[src/sv/rfs_pkg.sv]
// Shared types, constants and the CRC-24Q byte step for the RTCM3 frame synchroniser.
`default_nettype none

package rfs_pkg;

	localparam int unsigned FILL_W   = 11;
	localparam int unsigned QDEPTH   = 2;

	localparam logic        OP_PUSH  = 1'b0;
	localparam logic        OP_READ  = 1'b1;

	localparam logic [7:0]  SYNC_BYTE      = 8'hD3;
	localparam logic [7:0]  RESERVED_MASK  = 8'hFC;
	localparam logic [7:0]  LEN_HI_MASK    = 8'h03;
	localparam logic [10:0] FRAME_OVERHEAD = 11'd6;
	localparam logic [10:0] CRC_BYTES      = 11'd3;
	localparam logic [10:0] RESV_FILL      = 11'd2;
	localparam logic [23:0] CRC24Q_POLY    = 24'h864CFB;

	typedef enum logic [2:0] {
		ST_INCOMPLETE = 3'd0,
		ST_DISCARD    = 3'd1,
		ST_VALID      = 3'd2,
		ST_FULL       = 3'd3,
		ST_READ       = 3'd4
	} status_t;

	typedef enum logic [3:0] {
		S_IDLE,
		S_RD,
		S_H0,
		S_H1,
		S_H2,
		S_H3,
		S_EVAL,
		S_CRC,
		S_CRCCHK,
		S_SHIFT,
		S_EMIT
	} engine_state_t;

	typedef enum logic [1:0] {
		EV_INCOMPLETE,
		EV_DISCARD,
		EV_CRC
	} eval_t;

	typedef struct packed {
		logic        opcode;
		logic [7:0]  data_byte;
		logic [10:0] read_index;
	} cmd_t;

	typedef struct packed {
		status_t     status;
		logic [10:0] frame_length;
		logic [7:0]  read_data;
		logic [10:0] buffer_fill;
	} res_t;

	function automatic logic [23:0] crc24q_step(input logic [23:0] crc, input logic [7:0] data);
		logic [23:0] c;
		logic        msb;
		c = crc ^ {data, 16'h0000};
		for (int i = 0; i < 8; i++) begin
			msb = c[23];
			c = {c[22:0], 1'b0};
			if (msb) begin
				c = c ^ CRC24Q_POLY;
			end
		end
		return c;
	endfunction

endpackage

`default_nettype wire

[src/sv/rfs_queue.sv]
// Two-word queue used between the ports and the frame engine.
`default_nettype none

module rfs_queue #(
	parameter int unsigned WIDTH = 1
) (
	input  wire logic             clk,
	input  wire logic             arst_n,
	input  wire logic             push,
	input  wire logic [WIDTH-1:0] wdata,
	output logic                  full,
	input  wire logic             pop,
	output logic      [WIDTH-1:0] rdata,
	output logic                  empty
);

	localparam int unsigned PW = $clog2(rfs_pkg::QDEPTH);
	localparam int unsigned CW = $clog2(rfs_pkg::QDEPTH + 1);

	logic [WIDTH-1:0] slot_q [rfs_pkg::QDEPTH];
	logic [PW-1:0]    wr_q;
	logic [PW-1:0]    rd_q;
	logic [CW-1:0]    cnt_q;
	logic             do_push;
	logic             do_pop;

	assign full    = (cnt_q == CW'(rfs_pkg::QDEPTH));
	assign empty   = (cnt_q == '0);
	assign do_push = push && !full;
	assign do_pop  = pop && !empty;
	assign rdata   = slot_q[rd_q];

	always_ff @(posedge clk or negedge arst_n) begin
		if (!arst_n) begin
			wr_q  <= '0;
			rd_q  <= '0;
			cnt_q <= '0;
		end else begin
			if (do_push) begin
				wr_q <= (wr_q == PW'(rfs_pkg::QDEPTH - 1)) ? '0 : wr_q + PW'(1);
			end
			if (do_pop) begin
				rd_q <= (rd_q == PW'(rfs_pkg::QDEPTH - 1)) ? '0 : rd_q + PW'(1);
			end
			case ({do_push, do_pop})
				2'b10:   cnt_q <= cnt_q + CW'(1);
				2'b01:   cnt_q <= cnt_q - CW'(1);
				default: cnt_q <= cnt_q;
			endcase
		end
	end

	always_ff @(posedge clk) begin
		if (do_push) begin
			slot_q[wr_q] <= wdata;
		end
	end

endmodule

`default_nettype wire

[config.mk]
export PLATFORM = sky130hd
export DESIGN_NAME = rfs_queue
export DESIGN_NICKNAME = d
export VERILOG_FILES = /design/src/sv/rfs_pkg.sv /design/src/sv/rfs_queue.sv
export SDC_FILE = /design/constraint.sdc
export NUM_CORES = 1
export LEC_CHECK = 0
export ABC_AREA = 1
export BUFFER_PORTS_ARGS = -buffer_cell sky130_fd_sc_hd__buf_2
export CORE_AREA = 3 3 40 42
export DETAILED_ROUTE_END_ITERATION = 6
export DIE_AREA = 0 0 43 45
export SYNTH_ARGS = -nofsm -noshare
export SYNTH_HDL_FRONTEND = slang
export SYNTH_SLANG_ARGS = --single-unit
export TNS_END_PERCENT = 50
[constraint.sdc]
create_clock -name clk -period 1.4 [get_ports clk]
set_clock_uncertainty 0.05 [all_clocks]
set_input_delay 0.28 -clock clk [delete_from_list [all_inputs] [get_ports clk]]
set_output_delay 0.28 -clock clk [all_outputs]
set_load 0.01 [all_outputs]
==> results.sh <==
export IMPL_setup_viol=0
export IMPL_grt_met3_usage_pct=2.789
export IMPL_place_hpwl_um=442.3
export IMPL_dr_pass1_iters=4
export IMPL_clk_latency_ps=240
export IMPL_ys_seq_area_share_pct=51.20
export IMPL_synth_top_cell_area_share_pct=32.00
export IMPL_fin_crit_sh_pct=97.07
export IMPL_cts_buffers=3
export IMPL_crit_type="flip-flop to primary output"
export IMPL_synth_most_common_cell="nand2_1"
export IMPL_synth_nets=44
export IMPL_r2r_end="cnt_q[1]"
export IMPL_drt_iter0_markers=5
export IMPL_maxCapViolCount=0
export IMPL_grt_overflow_total=0
export IMPL_critPathArrivalTime_ps=1030
export IMPL_tns_ps=0
export IMPL_cts_root_buf="clkbuf_4"
export IMPL_top_usage_layer="met2"
export IMPL_row_count=13
export IMPL_start_util_pct=24.34
export IMPL_dieArea_mm2=0.001935
export IMPL_syn_inst=38
export IMPL_gp_congestion=0.7172
export IMPL_hold_path_class="input port to flip-flop"
export IMPL_start_kind="flip-flop"
export IMPL_p_leak_uw=0.0002481
export IMPL_fillerInstances=141
export IMPL_synth_common_cells="nand2_1, inv_1, dfrtp_1"
export IMPL_rr_worst_depth=6
export IMPL_postRouteAntennaNets=0
export IMPL_cts_clk_slew_worst_paths_ps=50
export IMPL_synthTopCellsByArea="dfrtp_1, edfxtp_1, nand2_1"
export IMPL_reg2reg_slack_ps=70
export IMPL_grt_usage_pct=7.886
export IMPL_synth_cell_type_count=13
export IMPL_ctsLongestPathBuffers=2
export IMPL_synth_area_per_cell_um2=8.232
export IMPL_finalHoldViolCount=0
export IMPL_worst_ep_required_time_ps=1070
export IMPL_rsz0062_at_grt="yes"
export IMPL_worstReg2RegStart="cnt_q[0]"
export IMPL_grt_use_met1_pct=7.635
export IMPL_crit_path_end_kind="primary output"
export IMPL_remaining_drc_errors=0
export IMPL_yosysTopAreaCell="dfrtp_1"
export IMPL_route_vias_total=280
export IMPL_grt_pass1_vias=268
export IMPL_grt_max_degree=5
export IMPL_gr_usage_met2_pct=13.17
export IMPL_viasPerCell=4.058
export IMPL_port_buffers=7
export IMPL_cts_tree="yes"
export IMPL_synth_edff_count=2
export IMPL_max_freq_mhz=735.8
export IMPL_ios=8
export IMPL_antenna_found_initial=0
export IMPL_ys_flop_type="dfrtp_1"
export IMPL_relSlewSlack_pct=84.71
export IMPL_holdWs_ps=186.6
export IMPL_ys_async_sr_fraction_pct=66.67
export IMPL_synth_cell_area_um2=312.8
export IMPL_utilization_pct=35.83
export IMPL_ys_warn_count=0
export IMPL_core_mm2=0.001285
export IMPL_worst_hold_path_endpoint="slot_q[0]"
export IMPL_die_w_um=43
export IMPL_fin_nets=61
export IMPL_ys_ff_latch=6
export IMPL_syn_to_final_growth_pct=47.20
export IMPL_htreeDepth=1
export IMPL_final_cells=69
export IMPL_run_status="finished, final reports clean"
export IMPL_drt_wirelength_per_cell_um=9.290
export IMPL_maxSlewViolCount=0
export IMPL_worstMarginPinSlew_ps=229.3
export IMPL_place_inst=63
export IMPL_p_per_area_mw_per_mm2=2250
export IMPL_hold_start="wdata"
export IMPL_finalWorstPathRequiredPeriod_ps=1359
export IMPL_die_h_um=45
export IMPL_drive_gt1_share_pct=40.74
export IMPL_hold_depth=1
export IMPL_num_antenna_cells=0
export IMPL_crit_fanout=4
export IMPL_cts_sinks=6
export IMPL_grt_pass1_wl_um=1055
export IMPL_wirelength_um=641
export IMPL_peakVddDrop_mv=0.9365
-- how the worst max path moves through the flow --
stage / start / to / slack [ps]
2_1_floorplan: cnt_q[0] / cnt_q[1] / 70
3_3_place_gp: cnt_q[1] / cnt_q[1] / 20
4_1_cts: cnt_q[0] / full / 6
6_report: cnt_q[0] / full / 40
3_5_place_dp: cnt_q[1] / cnt_q[1] / 10
5_1_grt: cnt_q[0] / cnt_q[1] / -30
-- metrics by stage --
step / power [uW] / worst slack [ps] / cell area, um2
6_report: 1036 / 40.98 / 460.4
5_1_grt: 1147 / -26.64 / 460.4
4_1_cts: 984.7 / 5.517 / 436.7
3_5_place_dp: 762.0 / 10.59 / 389.1
3_3_place_gp: 752.7 / 23.83 / 389.1
2_1_floorplan: 594.7 / 66.72 / 312.8
-- critical path, cell delays in order, from the launching register on --
cell     delay (ps)
dfrtp_1         430
buf_6           150
nor2_4          110
buf_6           110
-- flip-flops by register name (all words and copies together), names as in the netlist --
name	flops
cnt_q	2
rd_q	1
slot_q	2
wr_q	1
-- metal layers --
layer	vias to the layer above	routed length (um)
met3	2	33
met1	125	265
met5	-	0
met4	0	6
li1	146	-
met2	7	335
-- area by class of cell --
cell class	count	area, um2	share of cell area, %
multi-input combinational	22	132.6	28.80
timing repair buffer	12	85.08	18.48
tap	15	18.77	4.076
sequential	6	160.2	34.78
clock buffer	4	26.28	5.707
inverter	10	37.54	8.152
-- cell usage in the layout (no fill, tap or decap), drive strengths merged --
master       netlist  final
nand2             13     13
buf                0     11
inv               10     10
dfrtp              4      4
clkbuf             0      4
nand3              3      3
edfxtp             2      2
nor2               2      2
o21ai              1      1
xnor2              1      1
nand4              1      1
ha                 1      1
dlygate4sd3        0      1
-- where the power goes --
group	switching [uW]	internal, uW	total [uW]
clock network	62.6	108	171
logic	282	271	553
registers	52.4	260	312
total	397	639	1040
-- cell families after synthesis --
family                     synth area share (%)
AOI/OAI and AO/OA                         2.801
xor gates and xnor gates                  2.801
adders and majority gates                 3.999
buffers and inverters                     12.00
DFF                                       51.20
and+or+nand+nor                           27.20
-- repair_timing --
action	CTS	global route
gates resized for setup	3	3
pin swaps	1	0
buffers inserted	1	1
endpoints found under the hold margin	4	0
setup endpoints to repair	3	2
hold buffers	1	0
Note: power is estimated with default switching activity, not from simulation.
